File: config.mk
export PLATFORM = sky130hd
export DESIGN_NAME = shf_ctrl
export DESIGN_NICKNAME = d
export VERILOG_FILES = /design/src/hdl/shf_pkg.sv /design/src/hdl/shf_ctrl.sv
export SDC_FILE = /design/constraint.sdc
export NUM_CORES = 1
export LEC_CHECK = 0
export BUFFER_PORTS_ARGS = -buffer_cell sky130_fd_sc_hd__buf_4
export CORE_ASPECT_RATIO = 0.5
export CORE_MARGIN = 3
export CORE_UTILIZATION = 30
export DETAILED_ROUTE_END_ITERATION = 16
export PLACE_DENSITY = 0.61
export SLEW_MARGIN = 30
export SYNTH_ARGS = -nofsm -noshare
export SYNTH_HDL_FRONTEND = slang
export SYNTH_SLANG_ARGS = --single-unit
File: constraint.sdc
create_clock -name clk -period 7.1 [get_ports clk]
set_clock_uncertainty 0.15 [all_clocks]
set_input_delay 0.71 -clock clk [delete_from_list [all_inputs] [get_ports clk]]
set_output_delay 0.71 -clock clk [all_outputs]
set_load 0.005 [all_outputs]
File: src/hdl/shf_pkg.sv
// Shared types and constants of the slab histogram interface finder.
// Depends on nothing; all files but shf_ram use it by scoped names.
package shf_pkg;

	// Item operation codes
	localparam logic [1:0] OP_START  = 2'd0;
	localparam logic [1:0] OP_SAMPLE = 2'd1;
	localparam logic [1:0] OP_END    = 2'd2;

	// Configuration register indexes
	localparam int CFG_IDX_W = 1;
	localparam logic [CFG_IDX_W-1:0] REG_BIN_COUNT = 1'b0;
	localparam logic [CFG_IDX_W-1:0] REG_DENSITY   = 1'b1;

	localparam int DATA_W  = 24;   // Q8.16 lengths and densities
	localparam int COUNT_W = 16;   // histogram counts
	localparam int MDU_A_W = 48;   // multiply/divide unit wide operand
	localparam int MDU_B_W = 24;   // multiply/divide unit narrow operand

	// Operand selection of the shared multiply/divide unit
	typedef enum logic [2:0] {
		MDU_BIN,
		MDU_T1,
		MDU_T2,
		MDU_T3,
		MDU_TDIV,
		MDU_LZ,
		MDU_RZ
	} mdu_sel_t;

	// Read address selection of the smoothed count memory
	typedef enum logic [1:0] {
		SA_CM1,
		SA_C,
		SA_CP1,
		SA_POS
	} s_addr_t;

	typedef struct packed {
		logic      start_frame;
		logic      mdu_start;
		mdu_sel_t  mdu_sel;
		logic      cap_bin;
		logic      bin_dflt;
		logic      hist_inc;
		logic      cap_t;
		logic      sm_init;
		logic      sm_step;
		logic      sm_last;
		logic      sr_init;
		s_addr_t   s_addr;
		logic      sum_load;
		logic      sum_acc;
		logic      sr_next;
		logic      walk_init;
		logic      left_step;
		logic      right_step;
		logic      left_cap;
		logic      right_cap;
		logic      res_clr;
		logic      cap_lz;
		logic      cap_rz;
	} cmd_t;

	typedef struct packed {
		logic mdu_done;
		logic bz_zero;
		logic sweep_end;
		logic sum_le_t;
		logic p_last;
		logic s_ge_t;
		logic k_last;
	} stat_t;

endpackage

File: src/hdl/shf_ctrl.sv
// Controller state machine: sequences start, sample and end items over the
// datapath through command and status structs. Depends on shf_pkg.
module shf_ctrl (
	input  logic           clk,
	input  logic           arst_n,
	input  logic           start,
	input  logic [1:0]     op,
	output logic           busy,
	output logic           done,
	output shf_pkg::cmd_t  cmd,
	input  shf_pkg::stat_t stat
);

	typedef enum logic [19:0] {
		ST_IDLE   = 20'h00001,
		ST_SDIV   = 20'h00002,
		ST_SRD    = 20'h00004,
		ST_SWR    = 20'h00008,
		ST_M1     = 20'h00010,
		ST_M2     = 20'h00020,
		ST_M3     = 20'h00040,
		ST_TDIV   = 20'h00080,
		ST_SMRD   = 20'h00100,
		ST_SMLAST = 20'h00200,
		ST_SRA    = 20'h00400,
		ST_SRB    = 20'h00800,
		ST_SRC    = 20'h01000,
		ST_SRE    = 20'h02000,
		ST_LWA    = 20'h04000,
		ST_LWB    = 20'h08000,
		ST_RWA    = 20'h10000,
		ST_RWB    = 20'h20000,
		ST_LZ     = 20'h40000,
		ST_RZ     = 20'h80000
	} state_t;

	state_t state_q, state_d;
	logic   done_q, done_d;

	always_comb begin
		state_d = state_q;
		done_d  = 1'b0;
		cmd     = '0;
		case (state_q)
			ST_IDLE: begin
				if (start) begin
					case (op)
						shf_pkg::OP_START: cmd.start_frame = 1'b1;
						shf_pkg::OP_SAMPLE: begin
							if (stat.bz_zero) begin
								cmd.bin_dflt = 1'b1;
								state_d      = ST_SRD;
							end else begin
								cmd.mdu_start = 1'b1;
								cmd.mdu_sel   = shf_pkg::MDU_BIN;
								state_d       = ST_SDIV;
							end
						end
						shf_pkg::OP_END: begin
							cmd.res_clr   = 1'b1;
							cmd.mdu_start = 1'b1;
							cmd.mdu_sel   = shf_pkg::MDU_T1;
							state_d       = ST_M1;
						end
						default: ;
					endcase
				end
			end
			ST_SDIV: begin
				if (stat.mdu_done) begin
					cmd.cap_bin = 1'b1;
					state_d     = ST_SRD;
				end
			end
			ST_SRD: state_d = ST_SWR;
			ST_SWR: begin
				cmd.hist_inc = 1'b1;
				state_d      = ST_IDLE;
			end
			ST_M1: begin
				if (stat.mdu_done) begin
					cmd.mdu_start = 1'b1;
					cmd.mdu_sel   = shf_pkg::MDU_T2;
					state_d       = ST_M2;
				end
			end
			ST_M2: begin
				if (stat.mdu_done) begin
					cmd.mdu_start = 1'b1;
					cmd.mdu_sel   = shf_pkg::MDU_T3;
					state_d       = ST_M3;
				end
			end
			ST_M3: begin
				if (stat.mdu_done) begin
					cmd.mdu_start = 1'b1;
					cmd.mdu_sel   = shf_pkg::MDU_TDIV;
					state_d       = ST_TDIV;
				end
			end
			ST_TDIV: begin
				if (stat.mdu_done) begin
					cmd.cap_t   = 1'b1;
					cmd.sm_init = 1'b1;
					state_d     = ST_SMRD;
				end
			end
			ST_SMRD: begin
				cmd.sm_step = 1'b1;
				if (stat.sweep_end) begin
					state_d = ST_SMLAST;
				end
			end
			ST_SMLAST: begin
				cmd.sm_last = 1'b1;
				cmd.sr_init = 1'b1;
				state_d     = ST_SRA;
			end
			ST_SRA: begin
				cmd.s_addr = shf_pkg::SA_CM1;
				state_d    = ST_SRB;
			end
			ST_SRB: begin
				cmd.s_addr   = shf_pkg::SA_C;
				cmd.sum_load = 1'b1;
				state_d      = ST_SRC;
			end
			ST_SRC: begin
				cmd.s_addr  = shf_pkg::SA_CP1;
				cmd.sum_acc = 1'b1;
				state_d     = ST_SRE;
			end
			ST_SRE: begin
				if (stat.sum_le_t) begin
					cmd.walk_init = 1'b1;
					state_d       = ST_LWA;
				end else if (stat.p_last) begin
					cmd.res_clr = 1'b1;
					done_d      = 1'b1;
					state_d     = ST_IDLE;
				end else begin
					cmd.sr_next = 1'b1;
					state_d     = ST_SRA;
				end
			end
			ST_LWA: begin
				cmd.s_addr = shf_pkg::SA_POS;
				state_d    = ST_LWB;
			end
			ST_LWB: begin
				cmd.s_addr = shf_pkg::SA_POS;
				if (stat.s_ge_t) begin
					cmd.left_cap  = 1'b1;
					cmd.walk_init = 1'b1;
					state_d       = ST_RWA;
				end else if (stat.k_last) begin
					cmd.res_clr = 1'b1;
					done_d      = 1'b1;
					state_d     = ST_IDLE;
				end else begin
					cmd.left_step = 1'b1;
					state_d       = ST_LWA;
				end
			end
			ST_RWA: begin
				cmd.s_addr = shf_pkg::SA_POS;
				state_d    = ST_RWB;
			end
			ST_RWB: begin
				cmd.s_addr = shf_pkg::SA_POS;
				if (stat.s_ge_t) begin
					cmd.right_cap = 1'b1;
					state_d       = ST_LZ;
				end else if (stat.k_last) begin
					cmd.res_clr = 1'b1;
					done_d      = 1'b1;
					state_d     = ST_IDLE;
				end else begin
					cmd.right_step = 1'b1;
					state_d        = ST_RWA;
				end
			end
			ST_LZ: begin
				cmd.mdu_sel = shf_pkg::MDU_LZ;
				if (!stat.mdu_done) begin
					cmd.mdu_start = 1'b0;
				end
				if (stat.mdu_done) begin
					cmd.cap_lz    = 1'b1;
					cmd.mdu_start = 1'b1;
					cmd.mdu_sel   = shf_pkg::MDU_RZ;
					state_d       = ST_RZ;
				end
			end
			ST_RZ: begin
				if (stat.mdu_done) begin
					cmd.cap_rz = 1'b1;
					done_d     = 1'b1;
					state_d    = ST_IDLE;
				end
			end
			default: state_d = ST_IDLE;
		endcase
		// kick the left position divide on the cycle the right edge is found
		if (state_q == ST_RWB && stat.s_ge_t) begin
			cmd.mdu_start = 1'b1;
			cmd.mdu_sel   = shf_pkg::MDU_LZ;
		end
	end

	always_ff @(posedge clk or negedge arst_n) begin
		if (!arst_n) begin
			state_q <= ST_IDLE;
			done_q  <= 1'b0;
		end else begin
			state_q <= state_d;
			done_q  <= done_d;
		end
	end

	assign busy = (state_q != ST_IDLE);
	assign done = done_q;

	a_done_idle: assert property (@(posedge clk) disable iff (!arst_n) done |-> !busy)
		else $error("result strobe while busy");
	a_done_pulse: assert property (@(posedge clk) disable iff (!arst_n) done |=> !done)
		else $error("result strobe longer than one cycle");
	a_end_busy: assert property (@(posedge clk) disable iff (!arst_n)
		(start && !busy && op == shf_pkg::OP_END) |=> busy)
		else $error("end item did not start computation");
	a_mdu_wait: assert property (@(posedge clk) disable iff (!arst_n)
		stat.mdu_done |-> (state_q == ST_SDIV || state_q == ST_M1 || state_q == ST_M2 ||
			state_q == ST_M3 || state_q == ST_TDIV || state_q == ST_LZ || state_q == ST_RZ))
		else $error("multiply/divide completion outside a wait state");

endmodule

## Yosys cells after proc, flatten, opt, wreduce, memory -nomap -nowiden

Index checks and enable logic that the tools add are counted.

- $add $sub $neg: 0
- $mul: 0
- Div/mod/pow operators: 0
- Magnitude comparators: 0
- Equal/unequal tests: 33
- Shifts and indexed selects: 0
- Multiplexer cells: 65
- Bitwise operators: 0
- Reduce and logical (&&, ||, !) cells: 5

Operators by type and width:

| operator | number |
|---|---|
| one-hot mux 20 bit (19 select lines) | 1 |
| 2-to-1 mux 20 bit | 12 |
| one-hot mux 20 bit (2 select lines) | 1 |
| 2-to-1 mux 1 bit | 31 |
| 2-to-1 mux 4 bit | 6 |
| == test 20 x 1 -> 1 bit (second input constant) | 1 |
| == test 20 x 10 -> 1 bit (second input constant) | 1 |
| == test 20 x 11 -> 1 bit (second input constant) | 1 |
| == test 20 x 12 -> 1 bit (second input constant) | 1 |
| == test 20 x 13 -> 1 bit (second input constant) | 1 |
| == test 20 x 14 -> 1 bit (second input constant) | 1 |
| == test 20 x 15 -> 1 bit (second input constant) | 1 |
| == test 20 x 16 -> 1 bit (second input constant) | 1 |
| == test 20 x 17 -> 1 bit (second input constant) | 1 |
| == test 20 x 18 -> 1 bit (second input constant) | 1 |
| == test 20 x 19 -> 1 bit (second input constant) | 1 |
| == test 20 x 2 -> 1 bit (second input constant) | 1 |
| == test 20 bit (second input constant) | 1 |
| == test 20 x 3 -> 1 bit (second input constant) | 1 |
| == test 20 x 4 -> 1 bit (second input constant) | 1 |
| == test 20 x 5 -> 1 bit (second input constant) | 1 |
| == test 20 x 6 -> 1 bit (second input constant) | 1 |
| == test 20 x 7 -> 1 bit (second input constant) | 1 |
| == test 20 x 8 -> 1 bit (second input constant) | 1 |
| other kinds (22) | 33 |

- Flip-flop bits (word level): 21
- Bits in latches: 0
- Bits in writable memories: 0
- ROM bits: 0
- Input bits: 12
- Output and inout port bits: 28
- Word-level logic and storage cells: 105
- Memories kept: 0

## Longest topological paths before layout

- Depth in word-level cells: 5
- Depth in mapped cells: 7
- Gate-level depth less buffers: 6

## Least setup slack after synthesis

Ideal clock, no wire load.

- Path type: reg2out
- Start point: register state_q[16]
- End point: output port cmd[21] in the netlist's numbering
- Arrival: 2039 ps
- Required time: 6240 ps
- Setup slack: 4201 ps
- Cell stages (with the launch flop): 5
- Buffers on the path: 0
- Path through: dfrtp_1 > or4_4 > or4_2 > nor3b_1 > a221o_1

RTL lines:

| element | RTL line | RTL |
|---|---|---|
| start, declared | shf_ctrl.sv:37 | `state_t state_q, state_d;` |
| start signal, assigned | shf_ctrl.sv:216 | `state_q <= state_d;` |
| end, declared | shf_ctrl.sv:10 | `output shf_pkg::cmd_t cmd,` |

==> impl_metrics.toml <==
[synthesis]
yosysUniqueCellTypes = 51
ys_seq_area_share_pct = 33.3
syn_nets = 185
ys_ff_latch = 21
synth_edf_count = 0
synthFlopType = "dfrtp_1"
synthCells = 170
syn_area_um2 = 1580
ys_async_sr_fraction_pct = 100
avgSynthCellArea_um2 = 9.30
yosysWarnings = 0

[timing]
finalCritPeriodShare_pct = 51.5
fin_crit_ps = 3660
slew_violations = 0
tightest_slew_ps = 634
setup_violations = 0
max_freq_ghz = 0.273
rsz0062_at_grt = "false"
setup-tns-final_ps = 0
slew_headroom_pct = 57.4
hold_viol = 0

[clock_network]
cts_buffer_depth = 2
clock-root-buffer = "clkbuf_8"
cts_tree = "done"
cts_setup_buffers = 0
htreeDepth = 1
clock_sinks = 21
clkTransAtPathRegs_ps = 80
cts-buffers-inserted = 3
cts_resized = 0
cts_hold_buffers = 0
clk_latency_ps = 260

[floorplan]
core_area_um2 = 4720
io_pins = 40
rows = 17
start_util_pct = 33.5
die_w_um = 109
dieHeight_um = 57.3
die_area_um2 = 6230

[routing]
drtIter0Drc = 107
wire_per_inst_um = 15.5
ant_nets = 0
firstDrtPassIters = 4
avgViaCountPerCell = 5.26
vias = 1435
wirelength_mm = 4.22
drcViolationCount = 0

[worst_setup_path]
worstPathRequired_ps = 6240
cp_max_fo = 8
criticalPathCategory = "reg -> out"
r2r_setup_slack_ps = 4290
crit_arrival_ps = 2800
end_kind = "output port"
startpoint_type = "flip-flop"
r2r_cells = 6
timing.rr.end = "state_q[6]"
reg2reg_from = "state_q[12]"

[pwr]
p_sw_mw = 0.212
intPower_mw = 0.286
leakage_nw = 1.00
p_comb_share_pct = 52.6
pwr-share-clk_pct = 15.9
swShare_pct = 42.6
p_seq_share_pct = 31.5
power_density_nw_per_um2 = 254
vdd_drop_max_mv = 0.125

[final_layout]
syn_to_final_growth_pct = 24.1
drive_above_1_share_pct = 30.9
n_fill_cell = 472
final_util_pct = 41.5
final_net_count = 223
antenna_cells = 0

[place]
gp_congestion = 0.871
placement.io_buffers = 39
dp_hpwl_mm = 3.41

[global_routing]
grt_pass1_vias = 1374
grt_first_pass_wirelength_mm = 7.06
grt_remaining_overflow = 0
antenna_found_initial = 0
grt_max_degree = 22
grt_usage_pct = 14.2

[run]
drv_cap = 0

[min_path]
hold_path.class = "in -> async"

[status]
status = "finished, final reports clean"
## registers in the layout, indices dropped and copies added (netlist names)
name / count
state_q: 20
done: 1
## cells in the mapped netlist (3+ instances only)
| cell type | number | share of area [%] |
|---|---|---|
| dfrtp_1 | 20 | 32 |
| nand3_1 | 5 | 1.6 |
| nor4b_1 | 4 | 2.2 |
| nor4_2 | 5 | 4.0 |
| nor3_1 | 5 | 1.6 |
| a31oi_1 | 3 | 1.2 |
| xor2_1 | 3 | 1.7 |
| nor4_1 | 3 | 1.2 |
| ha_1 | 3 | 2.4 |
| nand2b_1 | 3 | 1.2 |
| nor3b_1 | 5 | 2.4 |
| nor4_4 | 3 | 4.0 |
| inv_1 | 11 | 2.6 |
| o21ai_0 | 5 | 1.6 |
| and3_1 | 7 | 2.8 |
| nand4_1 | 4 | 1.6 |
| and2_1 | 5 | 2.0 |
| nand2_1 | 14 | 3.3 |
| nor2_1 | 17 | 4.0 |
| mux2_1 | 3 | 2.1 |
| or3_1 | 3 | 1.2 |
| buf_4 | 4 | 1.9 |
## critical path, stage by stage, from the launching register on
cell and delay [ps]:
dfrtp_1 500, nor4_2 610, nand3_1 180, or4_2 600, nor3b_1 320, a221o_1 210
buf_4 110
## kinds of logic after synthesis
family	share of synthesized area, %
muxes	2.85
xor gates and xnor gates	2.77
AOI/OAI and AO/OA	10.5
adders and majority gates	2.38
DFF	33.3
and+or+nand+nor	43.1
buffers and inverters	5.15
## final cells by class
type                       instances  area (um2)  share of cell area, %
inverter                          11        41.3                   2.11
timing repair buffer              39         293                   14.9
tap                               66        82.6                   4.21
multi-input combinational        132         972                   49.6
sequential                        21         527                   26.9
clock buffer                       4        45.0                   2.30
## power groups by stage
stage	combinational, mW	sequential, mW	clock, mW
final	0.262	0.157	0.0793
after global routing	0.288	0.159	0.0881
after CTS	0.261	0.156	0.0811
after detailed placement	0.260	0.159	0
after global placement	0.261	0.158	0
after floorplan	0.188	0.152	0
## worst max-delay path by stage
stage	cells after the start	startpoint	slack, ps	to
2_1_floorplan	4	state_q[16]	4200	cmd[21]
3_3_place_gp	6	state_q[12]	3720	cmd[21]
3_5_place_dp	6	state_q[12]	3790	cmd[21]
4_1_cts	6	state_q[12]	3460	cmd[21]
5_1_grt	6	state_q[16]	3200	cmd[19]
6_report	6	state_q[12]	3440	cmd[21]
## layout by cell type (no fill, tap or decap), drive strengths merged, types with 4 or more instances in the layout
| master | n |
|---|---|
| and2 | 5 |
| and3 | 8 |
| buf | 39 |
| clkbuf | 4 |
| dfrtp | 20 |
| inv | 11 |
| mux2 | 4 |
| nand2 | 15 |
| nand3 | 6 |
| nand4 | 4 |
| nor2 | 17 |
| nor3 | 5 |
| nor3b | 5 |
| nor4 | 11 |
| nor4b | 5 |
| o21ai | 5 |
## metrics by stage
stage	cells	setup slack (ps)	cell area [um2]	power [mW]	hold slack (ps)
final	273	3440	1960	0.498	173
after global routing	273	3200	1960	0.535	180
after CTS	273	3460	1960	0.499	180
after detailed placement	269	3790	1920	0.418	367
after global placement	269	3720	1920	0.420	349
after floorplan	170	4200	1580	0.341	264
## per-layer routing
layer	up-vias	part of all wire [%]	GRT usage [%]	wire, um
li1	705	-	-	-
met4	0	0.45	2.16	19
met5	-	0	0	0
met3	2	4.1	2.82	174
met2	35	44	21.7	1860
met1	693	51	21.0	2170
(Power assumes the default switching activity.)
